===== config.mk =====
export PLATFORM = sky130hd
export DESIGN_NAME = xml_byte_escaper
export DESIGN_NICKNAME = d
export VERILOG_FILES = /design/src/xbe_pkg.sv /design/src/xbe_front.sv /design/src/xbe_fifo.sv /design/src/xbe_back.sv /design/src/xml_byte_escaper.sv
export VERILOG_INCLUDE_DIRS = /design/src /design/src/src
export SDC_FILE = /design/constraint.sdc
export NUM_CORES = 1
export LEC_CHECK = 0
export BUFFER_PORTS_ARGS = -buffer_cell sky130_fd_sc_hd__buf_2
export CAP_MARGIN = 20
export CELL_PAD_IN_SITES_DETAIL_PLACEMENT = 0
export CELL_PAD_IN_SITES_GLOBAL_PLACEMENT = 1
export CORE_AREA = 2 2 121 181
export CTS_CLUSTER_DIAMETER = 200
export DETAILED_ROUTE_END_ITERATION = 16
export DIE_AREA = 0 0 123 183
export PLACE_DENSITY = 0.84
export SYNTH_ARGS = -nofsm -noshare
export SYNTH_HDL_FRONTEND = slang
export SYNTH_SLANG_ARGS = --single-unit

===== constraint.sdc =====
create_clock -name i_clk -period 14.2 [get_ports i_clk]
set_clock_uncertainty 0.15 [all_clocks]
set_input_delay 0.71 -clock i_clk [delete_from_list [all_inputs] [get_ports i_clk]]
set_output_delay 0.71 -clock i_clk [all_outputs]
set_load 0.05 [all_outputs]

===== src/xml_byte_escaper_defines.svh =====
// Assertion helpers for the XML byte escaper.
`ifndef XML_BYTE_ESCAPER_DEFINES_SVH
`define XML_BYTE_ESCAPER_DEFINES_SVH

// Same-cycle implication, checked outside reset.
`define XBE_ASSERT_IMP(name, ante, cons, msg) \
    name: assert property (@(posedge i_clk) disable iff (!i_rst_n) (ante) |-> (cons)) \
        else $error(msg);

// Next-cycle implication, checked outside reset.
`define XBE_ASSERT_NEXT(name, ante, cons, msg) \
    name: assert property (@(posedge i_clk) disable iff (!i_rst_n) (ante) |=> (cons)) \
        else $error(msg);

`endif


===== src/xbe_pkg.sv =====
package xbe_pkg;

    localparam int RUN_MAX = 19;
    localparam int POS_W   = 32;

    localparam logic CMD_DATA = 1'b0;
    localparam logic CMD_EOL  = 1'b1;

    localparam logic [7:0] CH_LF    = 8'h0A;
    localparam logic [7:0] CH_TAB   = 8'h09;
    localparam logic [7:0] CH_SPACE = 8'h20;
    localparam logic [7:0] CH_TILDE = 8'h7E;

    localparam logic [8*14-1:0] CHAR_HEAD = "<char code=\"0x";
    localparam logic [8*3-1:0]  CHAR_TAIL = "\"/>";

    typedef enum logic [2:0] {
        K_PASS,
        K_AMP,
        K_QUOT,
        K_APOS,
        K_LT,
        K_GT,
        K_CHAR,
        K_DEC
    } t_kind;

    // One classified input byte: how to expand it and where it sits in the stream.
    typedef struct packed {
        t_kind             kind;
        logic [7:0]        c;
        logic [7:0]        d0;
        logic [7:0]        d1;
        logic [7:0]        d2;
        logic [4:0]        last;
        logic [POS_W-1:0]  pos;
    } t_desc;

    typedef struct packed {
        logic full;
        logic empty;
    } t_q_stat;

    // Byte idx of the expansion of d; strings are left-aligned in a RUN_MAX-byte word.
    function automatic logic [7:0] xbe_out_byte(input t_desc d, input logic [4:0] idx);
        logic [8*RUN_MAX-1:0] s;
        logic [4:0]           k;
        k = 5'(RUN_MAX - 1) - idx;
        case (d.kind)
            K_PASS:  s = {d.c, {18{8'h00}}};
            K_AMP:   s = {"&amp;", {14{8'h00}}};
            K_QUOT:  s = {"&quot;", {13{8'h00}}};
            K_APOS:  s = {"&apos;", {13{8'h00}}};
            K_LT:    s = {"&lt;", {15{8'h00}}};
            K_GT:    s = {"&gt;", {15{8'h00}}};
            K_CHAR:  s = {CHAR_HEAD, d.d0, d.d1, CHAR_TAIL};
            K_DEC:   s = {"&#", d.d0, d.d1, d.d2, ";", {13{8'h00}}};
            default: s = '0;
        endcase
        return s[{k, 3'b000} +: 8];
    endfunction

endpackage


===== src/xbe_front.sv =====
module xbe_front (
    input  logic          i_clk,
    input  logic          i_rst_n,
    input  logic          i_valid,
    input  logic          i_cmd,
    input  logic [7:0]    i_byte,
    input  logic          i_q_full,
    output logic          o_ready,
    output logic          o_push,
    output xbe_pkg::t_desc o_desc
);
    import xbe_pkg::*;

    logic                r_at_line_start;
    logic [POS_W-1:0]    r_count;
    logic                n_at_line_start;
    logic [POS_W-1:0]    n_count;

    logic                w_accept;
    logic                w_emit;
    logic [7:0]          w_c;
    logic [1:0]          w_hund;
    logic [6:0]          w_rem;
    logic [14:0]         w_prod;
    logic [3:0]          w_tens;
    logic [3:0]          w_ones;
    t_desc               w_desc;

    function automatic logic [7:0] hex_char(input logic [3:0] n);
        return (n < 4'd10) ? (8'h30 + {4'h0, n}) : (8'h37 + {4'h0, n});
    endfunction

    assign o_ready  = !i_q_full;
    assign w_accept = i_valid && o_ready;
    // End of line on an empty line produces nothing and leaves state alone.
    assign w_emit   = w_accept && !(i_cmd == CMD_EOL && r_at_line_start);
    assign w_c      = (i_cmd == CMD_EOL) ? CH_LF : i_byte;

    // Decimal digits; the reciprocal 205/2048 is exact for values below 100.
    always_comb begin
        w_hund = (w_c >= 8'd200) ? 2'd2 : ((w_c >= 8'd100) ? 2'd1 : 2'd0);
        w_rem  = 7'(w_c - 8'(w_hund) * 8'd100);
        w_prod = 15'(w_rem) * 15'd205;
        w_tens = w_prod[14:11];
        w_ones = 4'(w_rem - 7'(w_tens) * 7'd10);
    end

    always_comb begin
        n_count         = r_count + 32'd1;
        n_at_line_start = (w_c == CH_LF);

        w_desc.c    = w_c;
        w_desc.pos  = n_count;
        w_desc.d0   = 8'h00;
        w_desc.d1   = 8'h00;
        w_desc.d2   = 8'h00;
        w_desc.kind = K_PASS;
        w_desc.last = 5'd0;
        if (w_c == CH_LF || w_c == CH_TAB || w_c == CH_SPACE) begin
            w_desc.kind = K_PASS;
        end else if (w_c == "&") begin
            w_desc.kind = K_AMP;
            w_desc.last = 5'd4;
        end else if (w_c == "\"") begin
            w_desc.kind = K_QUOT;
            w_desc.last = 5'd5;
        end else if (w_c == "'") begin
            w_desc.kind = K_APOS;
            w_desc.last = 5'd5;
        end else if (w_c == "<") begin
            w_desc.kind = K_LT;
            w_desc.last = 5'd3;
        end else if (w_c == ">") begin
            w_desc.kind = K_GT;
            w_desc.last = 5'd3;
        end else if (w_c >= CH_SPACE && w_c <= CH_TILDE) begin
            w_desc.kind = K_PASS;
        end else if (w_c < CH_SPACE) begin
            w_desc.kind = K_CHAR;
            w_desc.last = 5'(RUN_MAX - 1);
            w_desc.d0   = hex_char(w_c[7:4]);
            w_desc.d1   = hex_char(w_c[3:0]);
        end else begin
            w_desc.kind = K_DEC;
            w_desc.last = 5'd5;
            w_desc.d0   = 8'h30 + {6'h00, w_hund};
            w_desc.d1   = 8'h30 + {4'h0, w_tens};
            w_desc.d2   = 8'h30 + {4'h0, w_ones};
        end
    end

    always_ff @(posedge i_clk) begin
        if (!i_rst_n) begin
            r_at_line_start <= 1'b1;
            r_count         <= '0;
        end else if (w_emit) begin
            r_at_line_start <= n_at_line_start;
            r_count         <= n_count;
        end
    end

    assign o_push = w_emit;
    assign o_desc = w_desc;

endmodule


===== src/xbe_fifo.sv =====
module xbe_fifo (
    input  logic            i_clk,
    input  logic            i_rst_n,
    input  logic            i_push,
    input  xbe_pkg::t_desc  i_desc,
    input  logic            i_pop,
    output xbe_pkg::t_desc  o_head,
    output xbe_pkg::t_q_stat o_stat
);
    import xbe_pkg::*;

    t_desc      r_mem [2];
    logic       r_wr_ptr;
    logic       r_rd_ptr;
    logic [1:0] r_cnt;

    always_ff @(posedge i_clk) begin
        if (i_push) begin
            r_mem[r_wr_ptr] <= i_desc;
        end
    end

    always_ff @(posedge i_clk) begin
        if (!i_rst_n) begin
            r_wr_ptr <= 1'b0;
            r_rd_ptr <= 1'b0;
            r_cnt    <= 2'd0;
        end else begin
            if (i_push) begin
                r_wr_ptr <= !r_wr_ptr;
            end
            if (i_pop) begin
                r_rd_ptr <= !r_rd_ptr;
            end
            case ({i_push, i_pop})
                2'b10:   r_cnt <= r_cnt + 2'd1;
                2'b01:   r_cnt <= r_cnt - 2'd1;
                default: r_cnt <= r_cnt;
            endcase
        end
    end

    assign o_head       = r_mem[r_rd_ptr];
    assign o_stat.full  = (r_cnt == 2'd2);
    assign o_stat.empty = (r_cnt == 2'd0);

endmodule


===== src/xbe_back.sv =====
module xbe_back (
    input  logic            i_clk,
    input  logic            i_rst_n,
    input  xbe_pkg::t_desc  i_head,
    input  logic            i_empty,
    output logic            o_pop,
    input  logic            i_ready,
    output logic            o_valid,
    output logic [39:0]     o_data,
    output logic            o_last
);
    import xbe_pkg::*;

    logic        r_valid;
    logic [39:0] r_data;
    logic        r_last;
    logic [4:0]  r_idx;

    logic        w_load;
    logic        w_take;
    logic        w_end;

    assign w_load = !r_valid || i_ready;
    assign w_take = w_load && !i_empty;
    assign w_end  = (r_idx == i_head.last);
    assign o_pop  = w_take && w_end;

    always_ff @(posedge i_clk) begin
        if (!i_rst_n) begin
            r_valid <= 1'b0;
            r_idx   <= 5'd0;
        end else if (w_take) begin
            r_valid <= 1'b1;
            r_idx   <= w_end ? 5'd0 : (r_idx + 5'd1);
        end else if (w_load) begin
            r_valid <= 1'b0;
        end
    end

    always_ff @(posedge i_clk) begin
        if (w_take) begin
            r_data <= {i_head.pos, xbe_out_byte(i_head, r_idx)};
            r_last <= w_end;
        end
    end

    assign o_valid = r_valid;
    assign o_data  = r_data;
    assign o_last  = r_last;

endmodule


===== src/xml_byte_escaper.sv =====
// XML byte escaper.
// Input stream (s side): one transaction per raw byte; tuser is the command
// (0 = encode tdata, 1 = end of line, which emits a newline only when the
// current line holds something). tdata[7:0] is the byte.
// Output stream (m side): one transaction per escaped byte; tdata[7:0] is the
// byte, tdata[39:8] the count of output-producing inputs including this one,
// tlast marks the final byte of the run caused by one input transaction.
// The front end classifies a byte in the accept cycle and queues it in a
// two-entry queue; the back end expands it one output byte per cycle while
// the receiver is ready. Each output byte is registered in the back end.
// Throughput: the back end produces one byte per cycle while the receiver is
// ready; an input whose escape is N bytes long (1, 4, 5, 6 or 19) holds it
// for N output bytes; plain bytes stream at one per cycle while the receiver
// is ready. Input is accepted while the queue has room. An end of line on an
// empty line is accepted and produces nothing.
// Reset clears the queue and output valid, sets the line-start flag and
// zeroes the byte count. When the receiver stalls, the output holds and the
// queue fills, after which tready drops.
`include "xml_byte_escaper_defines.svh"

module xml_byte_escaper (
    input  logic        i_clk,
    input  logic        i_rst_n,
    input  logic        i_s_tvalid,
    output logic        o_s_tready,
    input  logic [7:0]  i_s_tdata,   // [7:0] in_byte
    input  logic        i_s_tuser,   // [0] cmd
    output logic        o_m_tvalid,
    input  logic        i_m_tready,
    output logic [39:0] o_m_tdata,   // [7:0] out_byte, [39:8] byte_position
    output logic        o_m_tlast
);
    import xbe_pkg::*;

    logic    w_push;
    logic    w_pop;
    t_desc   w_desc;
    t_desc   w_head;
    t_q_stat w_stat;

    xbe_front u_front (
        .i_clk    (i_clk),
        .i_rst_n  (i_rst_n),
        .i_valid  (i_s_tvalid),
        .i_cmd    (i_s_tuser),
        .i_byte   (i_s_tdata),
        .i_q_full (w_stat.full),
        .o_ready  (o_s_tready),
        .o_push   (w_push),
        .o_desc   (w_desc)
    );

    xbe_fifo u_fifo (
        .i_clk   (i_clk),
        .i_rst_n (i_rst_n),
        .i_push  (w_push),
        .i_desc  (w_desc),
        .i_pop   (w_pop),
        .o_head  (w_head),
        .o_stat  (w_stat)
    );

    xbe_back u_back (
        .i_clk   (i_clk),
        .i_rst_n (i_rst_n),
        .i_head  (w_head),
        .i_empty (w_stat.empty),
        .o_pop   (w_pop),
        .i_ready (i_m_tready),
        .o_valid (o_m_tvalid),
        .o_data  (o_m_tdata),
        .o_last  (o_m_tlast)
    );

    `XBE_ASSERT_IMP(a_no_push_full, w_push, !w_stat.full, "push into full queue")
    `XBE_ASSERT_IMP(a_no_pop_empty, w_pop, !w_stat.empty, "pop from empty queue")
    `XBE_ASSERT_NEXT(a_run_no_gap, o_m_tvalid && i_m_tready && !o_m_tlast, o_m_tvalid, "gap inside a run")
    `XBE_ASSERT_NEXT(a_run_same_pos, o_m_tvalid && i_m_tready && !o_m_tlast, o_m_tdata[39:8] == $past(o_m_tdata[39:8]), "position changed inside a run")

endmodule


-- After elaboration in Yosys (flattened, before gate mapping)
Memories as Yosys holds them, arrays and structs flattened. A register that Yosys moved wholly into a read port is not among the register bits.
Cells that the tools add are included.
Widths: inputs -> output; s select.
- bits in registers: 84
- bits in writable memories: 144
- input bits: 13
- logic and storage cells: 111
- memories: 1
- memories (name ; depth ; bits a word ; read ports ; clocked after memory_dff ; write ports ; RTL line ; text):
    u_fifo.r_mem ; 2 ; 72 ; 1 ; 1 ; 1 ; xbe_fifo.sv:12 ; t_desc r_mem [2];
- $add $sub $neg: 14
- multiply operators: 3
- order comparisons: 7
- equal/unequal tests: 19
- shifts and indexed selects: 1
- mux-type cells: 38
- reduce and logical (&&, ||, !) cells: 19
- operators with widths (operator ; count):
    $pmux 152 s8 ; 1
    $mux 152 ; 1
    $shiftx 152x9->8 ; 1
    $mux 24 ; 5
    $mux 29 ; 2
    $eq 8x6->1 const B ; 6
    $add 6x4->7 const A ; 6
    $mux 5 ; 7
    $add 32x1->32 const B ; 1
    $mux 8 ; 4
    $mux 3 ; 7
    $eq 8x4->1 const B ; 2
    $mux 16 ; 1
    $mul 7x8->15 const B ; 1
    $eq 3x3->1 const B ; 4
    $ge 8x6->1 const B ; 1
    $ge 8x7->1 const B ; 1
    $ge 8x8->1 const B ; 1
    $le 8x7->1 const B ; 1
    $lt 4x4->1 const B ; 2
    $lt 8x6->1 const B ; 1
    $mux 1 ; 8
    $add 6x2->7 const A ; 1
    $sub 7x7->7 ; 1
    20 further kinds ; 35

-- Longest topological paths before layout
- word-level depth: 18
- gate-level depth with buffers: 31

-- By module
From an unflattened synthesis, not the netlist that was laid out.
- cell total of the unflattened synthesis: 1000
- area total of the unflattened synthesis: 12019.0 um^2
- modules (own cells, without submodules) (module ; instances ; cells each ; area each (um^2) ; sequential area each (um^2)):
    xbe_fifo ; 1 ; 246 ; 5391.4 ; 4424.2
    xbe_front ; 1 ; 466 ; 3683.5 ; 660.6
    xbe_back ; 1 ; 288 ; 2944.1 ; 1351.3

-- Worst setup path after synthesis
Ideal clock, no wire load.
- path type: input-to-reg
- start: in i_s_tuser
- end: mem u_fifo.r_mem[0][40] (netlist bit) (data pin)
- arrival time: 6.926 ns
- setup slack: 6.964 ns
- stages on the path: 31
- buffers on the path: 0
- path through: nor2_1 inv_1 or3_1 nand2_1 nand2_1 a21o_1 inv_1 ha_1 inv_1 fa_1 o21ai_0 nand2b_1 xnor2_1 xnor2_1 ha_1 ha_1 fa_1 inv_1 fa_1 inv_1 ha_1 a31oi_1 o41ai_2 a211oi_1 nor3_1 or2_2 fa_1 xor2_1 xnor2_1 xnor2_1 mux2i_1
- RTL lines (item ; RTL line ; text):
    start: declaration ; xml_byte_escaper.sv:27 ; input logic i_s_tuser,
    end: declaration ; xbe_fifo.sv:12 ;

==> flow_summary.json <==
{
  "first_global_vias": 7316,
  "clk_pin_slew_ns": 0.07,
  "fp.dieArea_sq_mm": 0.0225,
  "place_hpwl_um": 16900,
  "whs_path_depth": 2,
  "grt_usage_pct": 21.5,
  "ios": 56,
  "path_class": "in -> reg",
  "relSlewSlack_pct": 26.0,
  "ff2ff_setup_slack_ns": 10.71,
  "drive_gt1_share_pct": 16.0,
  "critPathMostFrequentCell": "inv_1",
  "cp_slowest_cell": "a211oi_1",
  "place_congestion": 0.926,
  "cp.required_ns": 14.38,
  "wl_per_cell_um": 18.8,
  "die_y_um": 183,
  "synth_top_area_share_pct": 46.6,
  "multi_input_area_sq_mm": 0.00469,
  "power_density_mw_per_mm2": 144,
  "nFillCells": 1723,
  "nets": 1053,
  "coreArea_sq_mm": 0.0210,
  "hold_class": "reg -> reg",
  "start_util_pct": 53.1,
  "cts_repair_resize_count": 0,
  "synthTopCellsByArea": "edfxtp_1, dfxtp_1, ha_1",
  "fp.dieW_um": 123,
  "dr_total_vias": 7230,
  "worstPathArrival_ns": 7.72,
  "setup_tns_ns": 0,
  "yosysTopAreaCell": "edfxtp_1",
  "status": "finished, final reports clean",
  "area_delta_synth_final_pct": 10.6,
  "hold_end": "u_front.r_count[1]",
  "leakage_nw": 4.58,
  "cts_sinks": 217,
  "tightest_slew_ns": 1.08,
  "grt_max_degree": 76,
  "post-route-period-util_pct": 53.1,
  "synth_compound_area_share_pct": 8.54,
  "yosys-top-cells-count": "edfxtp_1, nand2_1, xnor2_1",
  "diodes": 0,
  "numCtsBuffers": 20,
  "hold_violations": 0,
  "crit_start": "i_s_tuser",
  "synth.most_common_cell": "edfxtp_1",
  "yosys_warnings": 0,
  "seq_area_sq_mm": 0.00608,
  "ant_nets": 0,
  "max_freq_mhz": 133,
  "rsz0062_at_grt": "no",
  "r2r-end": "u_back.o_data[0]",
  "cts.path.max_buffers": 3,
  "synthSimpleGateAreaFrac_pct": 12.8,
  "synthesis.area_sq_mm": 0.0111,
  "synth_flop_cell": "edfxtp_1",
  "synth_fa_ha_area_share_pct": 6.96,
  "post-cts-setup-buffers": 0,
  "cts_root_buf": "clkbuf_16",
  "finalNonFillerCells": 1266,
  "wl_um": 23800,
  "synth_edf_count": 173,
  "critPathMaxStageDelay_ns": 0.53,
  "dr.pass1.iters": 5,
  "drt_iter0_drc": 525,
  "post-route-drc-count": 0,
  "port-buffer-count": 55,
  "final.min_clock_period_ns": 7.54,
  "yosys.cell_types.count": 69,
  "rows": 65,
  "drv_slew": 0,
  "clk_latency_ns": 0.50,
  "synth_cells": 938,
  "antenna_found_initial": 0,
  "ys_seq_area_share_pct": 54.5,
  "hp-start": "u_front.r_count[1]",
  "worst_r2r_path_depth": 5,
  "syn_area_per_cell_sq_um": 11.9,
  "synth-async-reset-ratio_pct": 0,
  "yosys_register_bits": 217,
  "synth_top_family_by_area": "simple AND/OR/NAND/NOR gates",
  "grt_pass1_wl_um": 37900,
  "viasPerCell": 5.71,
  "end_kind": "register",
  "maxCapViolations": 0,
  "grt_remaining_overflow": 0,
  "setup_violations": 0,
  "post_synth_mux_area_share_pct": 6.51,
  "cts_tree": "yes",
  "finalPower_w": 0.00177,
  "cts_htree_levels": 1,
  "dpl.cell_count": 1229,
  "yosys.area_share.xor_xnor_pct": 6.91,
  "cts_hold_buf": 0,
  "cp-start-kind": "input port",
  "cp_max_fo": 16,
  "ir_worst_vdd_uv": 111
}
-- sequential cells by signal (all words and copies together), names as in the netlist, named ones only --
name,cells
u_back.o_last,1
u_front.r_at_line_start,1
u_back.o_valid,1
u_back.o_data,40
u_fifo.r_cnt,2
u_fifo.r_mem,132
u_front.r_count,32
u_fifo.r_rd_ptr,1
u_back.r_idx,5
u_fifo.r_wr_ptr,1
-- cell type report --
class | count | area share (%)
Sequential cell | 217 | 49.3
Multi-Input combinational cell | 631 | 38.1
Clock buffer | 27 | 4.53
Inverter | 48 | 1.46
Clock inverter | 9 | 0.842
Timing Repair Buffer | 66 | 3.07
Tap cell | 268 | 2.72
-- placed cells by master (no fill, tap or decap), types with 7 or more instances in the layout --
cell type and n:
a211oi_1 7, a21oi_1 25, a221oi_1 7, a31oi_1 13, and2_1 34, and3_1 13
buf_2 55, buf_4 10, clkbuf_16 21, dfxtp_1 43, edfxtp_1 173, fa_1 10
ha_1 46, inv_1 48, mux2_2 40, mux2i_1 26, nand2_1 67, nand3_1 23
nand4_1 18, nor2_1 46, nor2b_1 8, nor3_1 18, o21ai_0 42, o32ai_1 7
xnor2_1 63, xor2_1 25
-- power breakdown --
part           internal, W  switching [W]  leakage [nW]
Combinational     0.000166       0.000313          2.24
Sequential        0.000742      0.0000167          2.03
Clock             0.000300       0.000232         0.312
Total              0.00121       0.000562          4.58
-- cell families after synthesis --
family                   count (synthesis)
AO/OA/AOI/OAI                          145
XOR/XNOR                                88
adder cells (fa/ha/maj)                 56
buffers and inverters                   95
flip-flops                             217
multiplexers                            67
other                                    1
AND/OR/NAND/NOR                        269
-- routing by layer --
metal	global-route usage, %	part of all wire [%]	vias up
met5	0	0	-
met4	10.5	5.1	0
met3	2.46	3.4	63
met2	40.4	54	173
met1	23.4	37	3500
li1	-	-	3494
-- metrics by stage --
step / util [%] / instance area [sq um] / setup slack, ns / hold WS [ns]
2_1_floorplan: - / 11200 / 6.96 / 0.302
3_5_place_dp: 55.5 / 11600 / 6.12 / 0.345
5_1_grt: 58.8 / 12300 / 6.09 / 0.390
3_3_place_gp: 55.5 / 11600 / 6.35 / 0.338
6_report: 58.8 / 12300 / 6.66 / 0.356
4_1_cts: 58.6 / 12300 / 6.64 / 0.354
-- how the worst max path moves through the flow --
stage	to	cells past startpoint
detailed placement	u_fifo.r_mem[0][40]	32
global placement	u_fifo.r_mem[0][40]	32
global route	u_fifo.r_mem[1][40]	32
floorplan	u_fifo.r_mem[0][40]	31
CTS	u_fifo.r_mem[1][40]	32
finish	u_fifo.r_mem[1][40]	32
-- critical path, delay by kind of cell --
kind            cells  cell delay [ns]
fa+ha+maj           8             2.83
xor+xnor            5             0.99
compound gates      5             1.20
buf+inv             6             0.51
simple gates        7             1.21
mux                 1             0.25
No activity file was read; power rests on OpenSTA's default activity.
